$ cat src/hw/rtl/scma_pkg.sv
// ----------------------------------------------------------------------------
// scma_pkg
// Shared types and codes for the sparse coordinate matrix add unit.
// ----------------------------------------------------------------------------
package scma_pkg;

  localparam int COORD_W = 16;
  localparam int VAL_W   = 16;
  localparam int SUM_W   = 17;
  localparam int CFG_W   = 16;
  localparam int CFG_AW  = 2;
  localparam int FUNC_W  = 2;
  localparam int STAT_W  = 2;
  localparam int IN_DW   = 48;
  localparam int OUT_DW  = 56;

  // func codes
  localparam logic [FUNC_W-1:0] FUNC_LOAD_A = 2'd0;
  localparam logic [FUNC_W-1:0] FUNC_LOAD_B = 2'd1;
  localparam logic [FUNC_W-1:0] FUNC_MERGE  = 2'd2;

  // status codes
  localparam logic [STAT_W-1:0] STAT_ENTRY    = 2'd0;
  localparam logic [STAT_W-1:0] STAT_MISMATCH = 2'd1;
  localparam logic [STAT_W-1:0] STAT_EMPTY    = 2'd2;

  // configuration register indexes
  localparam logic [CFG_AW-1:0] REG_ROWS_A = 2'd0;
  localparam logic [CFG_AW-1:0] REG_COLS_A = 2'd1;
  localparam logic [CFG_AW-1:0] REG_ROWS_B = 2'd2;
  localparam logic [CFG_AW-1:0] REG_COLS_B = 2'd3;

  // controller to datapath
  typedef struct packed {
    logic              load_a;
    logic              load_b;
    logic              start;
    logic              fetch;
    logic              emit_entry;
    logic              emit_status;
    logic [STAT_W-1:0] status;
    logic              clear;
  } scma_cmd_t;

  // datapath to controller
  typedef struct packed {
    logic dims_differ;
    logic both_empty;
    logic out_free;
    logic merge_done;
  } scma_stat_t;

endpackage

$ cat src/hw/rtl/sparse_coordinate_matrix_add_unit.sv
// Load beats are accepted back to back while no merge is in progress.
// For each emitted entry a merge does a registered list read, then a compare/add
// into the output register; output stalls hold the merge in place.
// The first merged entry is read in the start state, then written from the emit state.
// Mismatch or empty merges give their single result from the start state.
// Reset (rst_n, synchronous): counts cleared, dimensions set to 1, lists undefined.
// ----------------------------------------------------------------------------
// sparse_coordinate_matrix_add_unit
// Adds two coordinate-list sparse matrices by a two-pointer merge.
// ----------------------------------------------------------------------------
module sparse_coordinate_matrix_add_unit #(
  parameter int MAX_TERMS = 32
) (
  input  logic                        clk,
  input  logic                        rst_n,
  // configuration write port
  input  logic                        cfg_we,
  input  logic [scma_pkg::CFG_AW-1:0] cfg_addr,
  input  logic [scma_pkg::CFG_W-1:0]  cfg_wdata,
  // input stream
  input  logic                        in_tvalid,
  output logic                        in_tready,
  input  logic [scma_pkg::IN_DW-1:0]  in_tdata,   // row[15:0], col[31:16], value[47:32]
  input  logic [scma_pkg::FUNC_W-1:0] in_tuser,   // func[1:0]
  // result stream
  output logic                        out_tvalid,
  input  logic                        out_tready,
  output logic [scma_pkg::OUT_DW-1:0] out_tdata,  // out_row[15:0], out_col[31:16],
                                                  // out_value[48:32], zero pad
  output logic [scma_pkg::STAT_W-1:0] out_tuser,  // status[1:0]
  output logic                        out_tlast
);
  import scma_pkg::*;

  scma_cmd_t  cmd;
  scma_stat_t stat;

  // controller
  scma_ctrl u_ctrl (
    .clk      (clk),
    .rst_n    (rst_n),
    .in_valid (in_tvalid),
    .in_func  (in_tuser),
    .in_ready (in_tready),
    .stat     (stat),
    .cmd      (cmd)
  );

  // datapath
  scma_dp #(
    .MAX_TERMS (MAX_TERMS)
  ) u_dp (
    .clk        (clk),
    .rst_n      (rst_n),
    .cfg_we     (cfg_we),
    .cfg_addr   (cfg_addr),
    .cfg_wdata  (cfg_wdata),
    .in_data    (in_tdata),
    .cmd        (cmd),
    .stat       (stat),
    .out_valid  (out_tvalid),
    .out_ready  (out_tready),
    .out_data   (out_tdata),
    .out_status (out_tuser),
    .out_last   (out_tlast)
  );

endmodule

$ cat src/hw/rtl/scma_ctrl.sv
// ----------------------------------------------------------------------------
// scma_ctrl
// Sequencer for loads, the merge walk and the special-case results.
// ----------------------------------------------------------------------------
module scma_ctrl (
  input  logic                       clk,
  input  logic                       rst_n,
  input  logic                       in_valid,
  input  logic [scma_pkg::FUNC_W-1:0] in_func,
  output logic                       in_ready,
  input  scma_pkg::scma_stat_t       stat,
  output scma_pkg::scma_cmd_t        cmd
);
  import scma_pkg::*;

  localparam logic [1:0] ST_IDLE  = 2'd0;
  localparam logic [1:0] ST_START = 2'd1;
  localparam logic [1:0] ST_FETCH = 2'd2;
  localparam logic [1:0] ST_EMIT  = 2'd3;

  logic [1:0] state_r, state_nxt;

  // next state and commands
  always_comb begin
    state_nxt = state_r;
    cmd       = '0;
    in_ready  = 1'b0;
    case (state_r)
      ST_IDLE: begin
        in_ready = 1'b1;
        if (in_valid) begin
          case (in_func)
            FUNC_LOAD_A: cmd.load_a = 1'b1;
            FUNC_LOAD_B: cmd.load_b = 1'b1;
            FUNC_MERGE: begin
              cmd.start = 1'b1;
              state_nxt = ST_START;
            end
            default: ;
          endcase
        end
      end
      ST_START: begin
        if (stat.dims_differ || stat.both_empty) begin
          if (stat.out_free) begin
            cmd.emit_status = 1'b1;
            cmd.status      = stat.dims_differ ? STAT_MISMATCH : STAT_EMPTY;
            cmd.clear       = 1'b1;
            state_nxt       = ST_IDLE;
          end
        end else begin
          cmd.fetch = 1'b1;
          state_nxt = ST_EMIT;
        end
      end
      ST_FETCH: begin
        cmd.fetch = 1'b1;
        state_nxt = ST_EMIT;
      end
      ST_EMIT: begin
        if (stat.out_free) begin
          cmd.emit_entry = 1'b1;
          if (stat.merge_done) begin
            cmd.clear = 1'b1;
            state_nxt = ST_IDLE;
          end else begin
            state_nxt = ST_FETCH;
          end
        end
      end
      default: state_nxt = ST_IDLE;
    endcase
  end

  // state register
  always_ff @(posedge clk) begin
    if (!rst_n) begin
      state_r <= ST_IDLE;
    end else begin
      state_r <= state_nxt;
    end
  end

endmodule

$ cat src/hw/rtl/scma_dp.sv
// ----------------------------------------------------------------------------
// scma_dp
// List storage, counts, merge pointers, compare/add and the output register.
// ----------------------------------------------------------------------------
module scma_dp #(
  parameter int MAX_TERMS = 32
) (
  input  logic                        clk,
  input  logic                        rst_n,
  input  logic                        cfg_we,
  input  logic [scma_pkg::CFG_AW-1:0] cfg_addr,
  input  logic [scma_pkg::CFG_W-1:0]  cfg_wdata,
  input  logic [scma_pkg::IN_DW-1:0]  in_data,
  input  scma_pkg::scma_cmd_t         cmd,
  output scma_pkg::scma_stat_t        stat,
  output logic                        out_valid,
  input  logic                        out_ready,
  output logic [scma_pkg::OUT_DW-1:0] out_data,
  output logic [scma_pkg::STAT_W-1:0] out_status,
  output logic                        out_last
);
  import scma_pkg::*;

  localparam int IDX_W = (MAX_TERMS > 1) ? $clog2(MAX_TERMS) : 1;
  localparam int CNT_W = $clog2(MAX_TERMS + 1);
  localparam logic [CNT_W-1:0] CNT_MAX = CNT_W'(MAX_TERMS);

  // configuration registers
  logic [CFG_W-1:0] rows_a_r, cols_a_r, rows_b_r, cols_b_r;

  always_ff @(posedge clk) begin
    if (!rst_n) begin
      rows_a_r <= CFG_W'(1);
      cols_a_r <= CFG_W'(1);
      rows_b_r <= CFG_W'(1);
      cols_b_r <= CFG_W'(1);
    end else if (cfg_we) begin
      case (cfg_addr)
        REG_ROWS_A: rows_a_r <= cfg_wdata;
        REG_COLS_A: cols_a_r <= cfg_wdata;
        REG_ROWS_B: rows_b_r <= cfg_wdata;
        REG_COLS_B: cols_b_r <= cfg_wdata;
        default: ;
      endcase
    end
  end

  // list memories, one write and one registered read each
  logic [IN_DW-1:0] mem_a [MAX_TERMS];
  logic [IN_DW-1:0] mem_b [MAX_TERMS];
  logic [IN_DW-1:0] a_q_r, b_q_r;
  logic [CNT_W-1:0] cnt_a_r, cnt_b_r;
  logic [CNT_W-1:0] i_r, j_r, i_nxt, j_nxt;

  always_ff @(posedge clk) begin
    if (cmd.load_a && (cnt_a_r < CNT_MAX)) begin
      mem_a[cnt_a_r[IDX_W-1:0]] <= in_data;
    end
    if (cmd.load_b && (cnt_b_r < CNT_MAX)) begin
      mem_b[cnt_b_r[IDX_W-1:0]] <= in_data;
    end
    if (cmd.fetch) begin
      a_q_r <= mem_a[i_r[IDX_W-1:0]];
      b_q_r <= mem_b[j_r[IDX_W-1:0]];
    end
  end

  // entry counts
  always_ff @(posedge clk) begin
    if (!rst_n || cmd.clear) begin
      cnt_a_r <= '0;
      cnt_b_r <= '0;
    end else begin
      if (cmd.load_a && (cnt_a_r < CNT_MAX)) cnt_a_r <= cnt_a_r + CNT_W'(1);
      if (cmd.load_b && (cnt_b_r < CNT_MAX)) cnt_b_r <= cnt_b_r + CNT_W'(1);
    end
  end

  // merge decision on the fetched heads
  logic                   a_left, b_left, take_a, take_b;
  logic [COORD_W-1:0]     a_row, a_col, b_row, b_col;
  logic signed [SUM_W-1:0] a_val, b_val;
  logic [COORD_W-1:0]     sel_row, sel_col;
  logic signed [SUM_W-1:0] sel_val;

  always_comb begin
    a_row  = a_q_r[15:0];
    a_col  = a_q_r[31:16];
    a_val  = SUM_W'(signed'(a_q_r[47:32]));
    b_row  = b_q_r[15:0];
    b_col  = b_q_r[31:16];
    b_val  = SUM_W'(signed'(b_q_r[47:32]));
    a_left = (i_r < cnt_a_r);
    b_left = (j_r < cnt_b_r);
    take_a = 1'b0;
    take_b = 1'b0;
    if (a_left && b_left) begin
      take_a = (a_row < b_row) || ((a_row == b_row) && (a_col < b_col));
      take_b = (a_row > b_row) || ((a_row == b_row) && (a_col > b_col));
    end else if (a_left) begin
      take_a = 1'b1;
    end else begin
      take_b = 1'b1;
    end
    if (take_a) begin
      sel_row = a_row;
      sel_col = a_col;
      sel_val = a_val;
    end else if (take_b) begin
      sel_row = b_row;
      sel_col = b_col;
      sel_val = b_val;
    end else begin
      sel_row = a_row;
      sel_col = a_col;
      sel_val = a_val + b_val;
    end
    i_nxt = i_r + ((take_a || !take_b) ? CNT_W'(1) : CNT_W'(0));
    j_nxt = j_r + ((take_b || !take_a) ? CNT_W'(1) : CNT_W'(0));
  end

  // merge pointers
  always_ff @(posedge clk) begin
    if (!rst_n || cmd.start) begin
      i_r <= '0;
      j_r <= '0;
    end else if (cmd.emit_entry) begin
      i_r <= i_nxt;
      j_r <= j_nxt;
    end
  end

  // output register
  logic                    out_valid_r;
  logic [COORD_W-1:0]      o_row_r, o_col_r;
  logic signed [SUM_W-1:0] o_val_r;
  logic [STAT_W-1:0]       o_stat_r;
  logic                    o_last_r;

  always_ff @(posedge clk) begin
    if (!rst_n) begin
      out_valid_r <= 1'b0;
    end else if (cmd.emit_entry || cmd.emit_status) begin
      out_valid_r <= 1'b1;
    end else if (out_ready) begin
      out_valid_r <= 1'b0;
    end
  end

  always_ff @(posedge clk) begin
    if (cmd.emit_status) begin
      o_row_r  <= '0;
      o_col_r  <= '0;
      o_val_r  <= '0;
      o_stat_r <= cmd.status;
      o_last_r <= 1'b1;
    end else if (cmd.emit_entry) begin
      o_row_r  <= sel_row;
      o_col_r  <= sel_col;
      o_val_r  <= sel_val;
      o_stat_r <= STAT_ENTRY;
      o_last_r <= stat.merge_done;
    end
  end

  // status back to the controller
  always_comb begin
    stat.dims_differ = (rows_a_r != rows_b_r) || (cols_a_r != cols_b_r);
    stat.both_empty  = (cnt_a_r == '0) && (cnt_b_r == '0);
    stat.out_free    = !out_valid_r || out_ready;
    stat.merge_done  = (i_nxt >= cnt_a_r) && (j_nxt >= cnt_b_r);
  end

  assign out_valid  = out_valid_r;
  assign out_data   = {7'd0, o_val_r, o_col_r, o_row_r};
  assign out_status = o_stat_r;
  assign out_last   = o_last_r;

endmodule

$ cat config.mk
export PLATFORM = sky130hd
export DESIGN_NAME = sparse_coordinate_matrix_add_unit
export DESIGN_NICKNAME = d
export VERILOG_FILES = /design/src/hw/rtl/scma_pkg.sv /design/src/hw/rtl/sparse_coordinate_matrix_add_unit.sv /design/src/hw/rtl/scma_ctrl.sv /design/src/hw/rtl/scma_dp.sv
export SDC_FILE = /design/constraint.sdc
export NUM_CORES = 2
export LEC_CHECK = 0
export BUFFER_PORTS_ARGS = -buffer_cell sky130_fd_sc_hd__buf_4
export CAP_MARGIN = 20
export CORE_UTILIZATION = 30
export CTS_CLUSTER_SIZE = 8
export DETAILED_ROUTE_END_ITERATION = 10
export GPL_ROUTABILITY_DRIVEN = 0
export PLACE_DENSITY = 0.46
export SLEW_MARGIN = 0
export SYNTH_ARGS = -nofsm -noshare
export SYNTH_HDL_FRONTEND = slang
export SYNTH_SLANG_ARGS = --single-unit
export TNS_END_PERCENT = 100
$ cat constraint.sdc
create_clock -name clk -period 14.3 [get_ports clk]
set_clock_uncertainty 0.2 [all_clocks]
set_input_delay 0.715 -clock clk [delete_from_list [all_inputs] [get_ports clk]]
set_output_delay 0.715 -clock clk [all_outputs]
set_load 0.1 [all_outputs]
# --- After elaboration in Yosys (flattened, before gate mapping) ---
# Memories as Yosys holds them, arrays and structs flattened. A register that Yosys moved wholly into a read port is not among the register bits.
# Index checks and enable logic that the tools add are counted.
word_totals:
  ramBits: 3072
  elab_cells: 124
  inputBits: 73
  mem_count: 2
  output_inout_bits: 61
  reg_bits: 143
mem_list:
  columns: ["memory", "depth", "word_bits", "read_ports", "rd_ports_with_merged_regs", "wr", "line_no", "rtl"]
  rows:
  - ["u_dp.mem_a", 32, 48, 1, 1, 1, "scma_dp.sv:49", "logic [IN_DW-1:0] mem_a [MAX_TERMS];"]
  - ["u_dp.mem_b", 32, 48, 1, 1, 1, "scma_dp.sv:50", "logic [IN_DW-1:0] mem_b [MAX_TERMS];"]
op_classes:
  n_lt_le_gt_ge: 10
  n_mux: 44
  eq_ne: 15
  n_addsub: 5
  reduce_logical: 33
op_table:
  columns: ["op", "count"]
  rows:
  - ["two-way mux 16 bit", 4]
  - ["two-way mux 17 bit", 2]
  - ["> comparator 16 bit", 2]
  - ["less-than comparator 16 bit", 2]
  - ["inequality test 16 bit", 2]
  - ["two-way mux 1 bit", 21]
  - ["two-way mux 2 bit", 9]
  - ["adder 16 x 16 -> 17 bit", 1]
  - ["equality test 16 bit", 1]
  - ["adder 6 x 1 -> 6 bit (second input constant)", 2]
  - ["adder 6 bit", 2]
  - ["greater-or-equal comparator 6 bit", 2]
  - ["logical NOT 6 bit", 2]
  - ["less-than comparator 6 bit", 2]
  - ["less-than comparator 6 bit (second input constant)", 2]
  - ["equality test 2 bit (second input constant)", 5]
  - ["logical OR 1 bit", 10]
  - ["two-way mux 3 bit", 3]
  - ["two-way mux 4 bit", 2]
  - ["one-hot mux 2 bit (4 select lines)", 1]
  - ["AND reduction 2 bit", 4]
  - ["logical AND 1 bit", 7]
  - ["equality test 2 x 1 -> 1 bit (second input constant)", 3]
  - ["logical NOT 2 bit", 3]
  - ["other kinds (6)", 13]

# --- Depth between registers and ports, before layout ---
depth:
  word_depth: 14
  ltp_mapped: 22
  ltp_nobuf: 19

# --- Modules after synthesis ---
# From an unflattened synthesis, not the netlist that was laid out.
hier_totals:
  hier_cells: 6361
  area_unflattened_um2: 128844.8
modules_own_cells:
  columns: ["module", "area_per_inst_um2", "instances", "seq_area_each_um2", "cells_per_inst"]
  rows:
  - ["scma_dp", 128544.5, 1, 97974.0, 6324]
  - ["scma_ctrl", 300.3, 1, 40.0, 37]

# --- Least setup slack after synthesis ---
# No wires, ideal clock.
synth_path:
  path_type: "reg2reg"
  from: "register u_dp.rows_a_r[2]"
  to: "register u_dp.a_q_r[0] (read register of u_dp.mem_a), enable pin"
  arrival_ps: 5441
  setup_time_ps: 563
  synth_period_minus_slack_ps: 6205
  stages_incl_launch_ff: 7
  t_required_ps: 13537
  path_slack_ps: 8095
  cell_sequence: "dfxtp_1 xor2_1 nor4_1 nand4_1 nor2_1 a31oi_1 nor2b_1"
synth_lines:
  columns: ["element", "line_no", "rtl"]
  rows:
  - ["start, declared", "scma_dp.sv:29", "logic [CFG_W-1:0] rows_a_r, cols_a_r, rows_b_r, cols_b_r;"]
  - ["start signal, assigned", "scma_dp.sv:39", "REG_ROWS_A: rows_a_r <= cfg_wdata;"]
  - ["end, declared", "scma_dp.sv:51", "logic [IN_DW-1:0] a_q_r, b_q_r;"]

# --- Worst setup path after layout ---
layout_path:
  from: "register u_dp.j_r[3]"
  to: "register u_dp.cnt_b_r[2]"
layout_via:
  elab_chain_len: 13
layout_rtl:
  columns: ["element", "line_no", "rtl"]
  rows:
  - ["start, declared", "scma_dp.sv:53", "logic [CNT_W-1:0] i_r, j_r, i_nxt, j_nxt;"]
  - ["start signal, assigned", "scma_dp.sv:129", "j_r <= j_nxt;"]
  - ["less-than comparator 6 bit *", "scma_dp.sv:94", "b_left = (j_r < cnt_b_r);"]
  - ["logical AND 1 bit *", "scma_dp.sv:97", "if (a_left && b_left) begin"]
  - ["two-way mux 1 bit", "scma_dp.sv:97", null]
  - ["logical NOT 1 bit", "scma_dp.sv:118", "i_nxt = i_r + ((take_a || !take_b) ? CNT_W'(1) : CNT_W'(0));"]
  - ["logical OR 1 bit *", "scma_dp.sv:118", null]
  - ["two-way mux 1 bit *", "scma_dp.sv:118", null]
  - ["adder 6 bit *", "scma_dp.sv:118", null]
  - ["named net u_dp.i_nxt[4]", "scma_dp.sv:53", null]
  - ["greater-or-equal comparator 6 bit *", "scma_dp.sv:171", "stat.merge_done = (i_nxt >= cnt_a_r) && (j_nxt >= cnt_b_r);"]
  - ["logical AND 1 bit *", "scma_dp.sv:171", null]
  - ["two-way mux 1 bit *", "scma_ctrl.sv:63", "if (stat.merge_done) begin"]
  - ["two-way mux 1 bit *", "scma_ctrl.sv:61", "if (stat.out_free) begin"]
  - ["one-hot mux 1 bit (2 select lines) *", "scma_ctrl.sv:28", "case (state_r)"]
  - ["logical OR 1 bit *", "scma_dp.sv:70", "if (!rst_n || cmd.clear) begin"]
  - ["end signal, assigned", "scma_dp.sv:75", "if (cmd.load_b && (cnt_b_r < CNT_MAX)) cnt_b_r <= cnt_b_r + CNT_W'(1);"]
  - ["end, declared", "scma_dp.sv:52", "logic [CNT_W-1:0] cnt_a_r, cnt_b_r;"]
# The timed path passes the listed nets; every way through them passes the cells marked *.
# A chain may end at the register's enable or synchronous reset.

==> flow_summary_export.csv <==
group,metric,value,unit
sta,tns,0,ns
clock_network,cts_buffer_depth,4,
clock_network,cts_htree_levels,5,
worst_setup_path,critPathCaptureType,"register",
route,vias_per_cell,5.14,
die,io_pins,134,
run_status,status,"finished clean",
sta,drv_slew,0,
clock_network,cts_tree,"built",
power,p_leak,0.0446,µW
clock_network,cts-root-buf,"clkbuf_16",
die,die_height,656,µm
die,fp.coreArea,425000,µm²
run,max_cap_violations,0,
sta,finalSetupViolCount,0,
clock_network,path_clk_slew,0.05,ns
synthesis,ys_seq_area_share,76.3,%
synthesis,yosys_warnings,0,
worst_setup_path,arrival,7.11,ns
power,power.density,138,nW/µm²
global_routing,first_global_vias,66249,
global_routing,grt_pass1_wl,536000,µm
synthesis,yosys.cell_types.count,78,
route,dr_total_vias,64782,
worst_setup_path,path_buf_inv,1,
sta,hold_viol,0,
global_routing,overflow,0,
global_routing,grt_usage,17.6,%
finish,final_common_cell,"edfxtp_1",
synthesis,synth.avg_cell_area,20.3,µm²
hold_path,hold_path.class,"in -> reg",
worst_setup_path,crit_fanout,50,
synthesis,synth_area,128000,µm²
clock_network,cts.repair.resized,0,
worst_setup_path,start_kind,"register",
finish,drive_gt1_share,24.4,%
synthesis,synth_edf_count,3170,
clock_network,postCtsSetupRepairBufs,0,
die,std_cell_rows,239,
synthesis,ys_ff_latch,3311,
clock_network,clock-sinks,3311,
clock_network,numCtsBuffers,454,
route,drt_iter0_drc,6216,
sta,tightest_slew,1.16,ns
synthesis,synthFlopType,"edfxtp_1",
finish,nets,6937,
die,start_util,30.2,%
global_routing,antenna_found_initial,34,
sta,fmax,154,MHz
route,postRouteAntennaNets,0,
worst_setup_path,r2r_slack,7.79,ns
die,die_x,656,µm
route,drc,0,
sta,period_needed,6.51,ns
synthesis,syn_inst,6340,
synthesis,async_reset_ff_share,0,%
worst_setup_path,cp_common_cell,"ha_1",
global_routing,grt_max_degree,101,
route,first_pass_iters,7,
finish,area_growth,16.5,%
worst_setup_path,path_cells,"ha_1 -> o21a_1 -> nor2_1 -> o31ai_1 -> nand3b_1 -> o32a_2 -> o21a_2 -> buf_4 -> ha_1 -> and3_1 -> nand2_1 -> xnor2_1 -> ha_1 -> o21ai_0 -> o21bai_1 -> a22oi_1 -> o21ai_1 -> nor2_1",
finish,ff_latch_area,98100,µm²
route,routedWlPerCell,30.7,µm
clock_network,clk_latency,0.97,ns
worst_setup_path,path_delay_family,"compound AO/OA/AOI/OAI gates",
sta,rsz0062_at_grt,"no",
worst_setup_path,required,14.90,ns
die,fp.dieArea,431000,µm²
worst_setup_path,cp_slowest_cell,"o31ai_1",
route,drt-total-wl,387000,µm
finish,fin_util,35.2,%
sta,slew_headroom,22.5,%
finish,multi_input_area,29400,µm²
worst_setup_path,worstSetupPathType,"reg -> reg",
sta,fin_crit_sh,45.5,%
place,io_buffer_count,126,
finish,layout_common_cells,"3170 x edfxtp_1, 672 x mux4_2, 463 x clkbuf_16",
place,dp_hpwl,210000,µm
power,peakVddDrop,0.109,mV
worst_setup_path,max_stage_delay,0.90,ns
finish,fillers,39103,
## layer usage
| layer | global-route usage, % | up-vias | routed length [µm] |
|---|---|---|---|
| li1 | - | 26911 | - |
| met1 | 24.1 | 35278 | 168000 |
| met2 | 29.5 | 2047 | 189000 |
| met3 | 2.73 | 528 | 20800 |
| met4 | 3.90 | 18 | 8880 |
| met5 | 0 | - | 121 |
## flip-flops by register name (all words and copies together), names as in the netlist
| name | count |
|---|---|
| u_dp.i_r | 6 |
| u_dp.j_r | 6 |
| u_dp.b_q_r | 48 |
| u_dp.cols_a_r | 16 |
| u_ctrl.state_r | 2 |
| u_dp.rows_b_r | 16 |
| u_dp.cnt_b_r | 6 |
| u_dp.o_row_r | 16 |
| u_dp.out_status | 2 |
| u_dp.rows_a_r | 16 |
| u_dp.mem_a | 1536 |
| u_dp.cnt_a_r | 6 |
| u_dp.out_last | 1 |
| u_dp.out_valid | 1 |
| u_dp.mem_b | 1536 |
| u_dp.cols_b_r | 16 |
| u_dp.a_q_r | 48 |
| u_dp.o_col_r | 16 |
| u_dp.o_val_r | 17 |
## repair_timing
item                                   4_1_cts  5_1_grt
setup endpoints to repair                    0        0
hold buffers                                19        0
endpoints found under the hold margin       66        0
## power breakdown
| part | internal [µW] | total, µW | leakage (µW) | switching (µW) |
|---|---|---|---|---|
| clock network | 5780 | 9700 | 0.00601 | 3920 |
| registers | 10700 | 10700 | 0.0296 | 9.84 |
| logic | 63.9 | 340 | 0.00898 | 276 |
## synthesized netlist by cell type (3+ instances only)
library cell / n / share of area (%)
nand3_1: 34 / 0.13
nand4_1: 16 / 0.078
xnor2_1: 20 / 0.14
mux2_2: 144 / 1.3
buf_1: 60 / 0.18
o31ai_1: 5 / 0.029
clkbuf_1: 204 / 0.60
nor2_1: 99 / 0.29
o21ai_0: 140 / 0.55
a21o_1: 16 / 0.094
nor4_1: 9 / 0.044
o21a_1: 12 / 0.070
buf_6: 3 / 0.026
dfxtp_1: 141 / 2.2
a21boi_0: 3 / 0.018
or3_1: 4 / 0.019
nor2b_1: 5 / 0.024
o211ai_1: 11 / 0.064
a22o_1: 8 / 0.055
edfxtp_1: 3170 / 74
a31oi_1: 3 / 0.015
xor2_1: 48 / 0.33
and3_1: 5 / 0.024
nor3_1: 6 / 0.023
buf_2: 58 / 0.23
o21ai_1: 63 / 0.25
o22ai_1: 48 / 0.23
a211oi_1: 9 / 0.053
buf_4: 8 / 0.047
mux2i_1: 326 / 2.5
ha_1: 86 / 0.84
inv_1: 56 / 0.16
mux4_2: 672 / 12
nand2_1: 398 / 1.2
o221ai_1: 144 / 0.98
o21bai_1: 3 / 0.018
nand2b_1: 10 / 0.049
a21oi_1: 244 / 0.95
## area by class of cell
| cell class | instances | area share (%) |
|---|---|---|
| Multi-Input combinational cell | 2643 | 19.6 |
| Timing Repair Buffer | 308 | 1.66 |
| Clock inverter | 23 | 0.249 |
| Tap cell | 5663 | 4.73 |
| Antenna cell | 10 | 0.0167 |
| Sequential cell | 3311 | 65.5 |
| Inverter | 59 | 0.148 |
| Clock buffer | 579 | 8.04 |
## metrics by stage
step	setup slack [ns]	instances	power (µW)	area, µm²	hold slack [ns]
finish	7.79	12596	20700	150000	0.0962
global route	7.50	12587	21300	150000	0.0749
CTS	7.77	12586	20900	150000	0.0252
detailed placement	7.77	11965	11200	137000	0.245
global placement	7.90	11960	11200	137000	0.244
floorplan	8.10	6346	11000	128000	0.248
## final timing paths
path,startpoint,end,cells past startpoint
setup / recovery,u_dp.j_r[3],u_dp.cnt_b_r[2],18
hold / removal,in_tdata[23],u_dp.mem_a[5][23],1
setup reg to reg,u_dp.j_r[3],u_dp.cnt_b_r[2],18
hold reg to reg,u_dp.o_col_r[7],u_dp.o_col_r[7],2
## cells by family (layout without fill, tap and decap cells)
group / after synthesis / count (layout) / share of synthesized area [%]
flip-flops: 3311 / 3311 / 76.3
multiplexers: 1142 / 1142 / 15.6
AO/OA/AOI/OAI: 735 / 735 / 3.58
AND/OR/NAND/NOR: 604 / 604 / 1.96
buffers and inverters: 392 / 969 / 1.24
adder cells (fa/ha/maj): 87 / 87 / 0.853
XOR/XNOR: 68 / 68 / 0.464
other: 1 / 17 / 0.00292
Power figures use the tool's default switching activity.
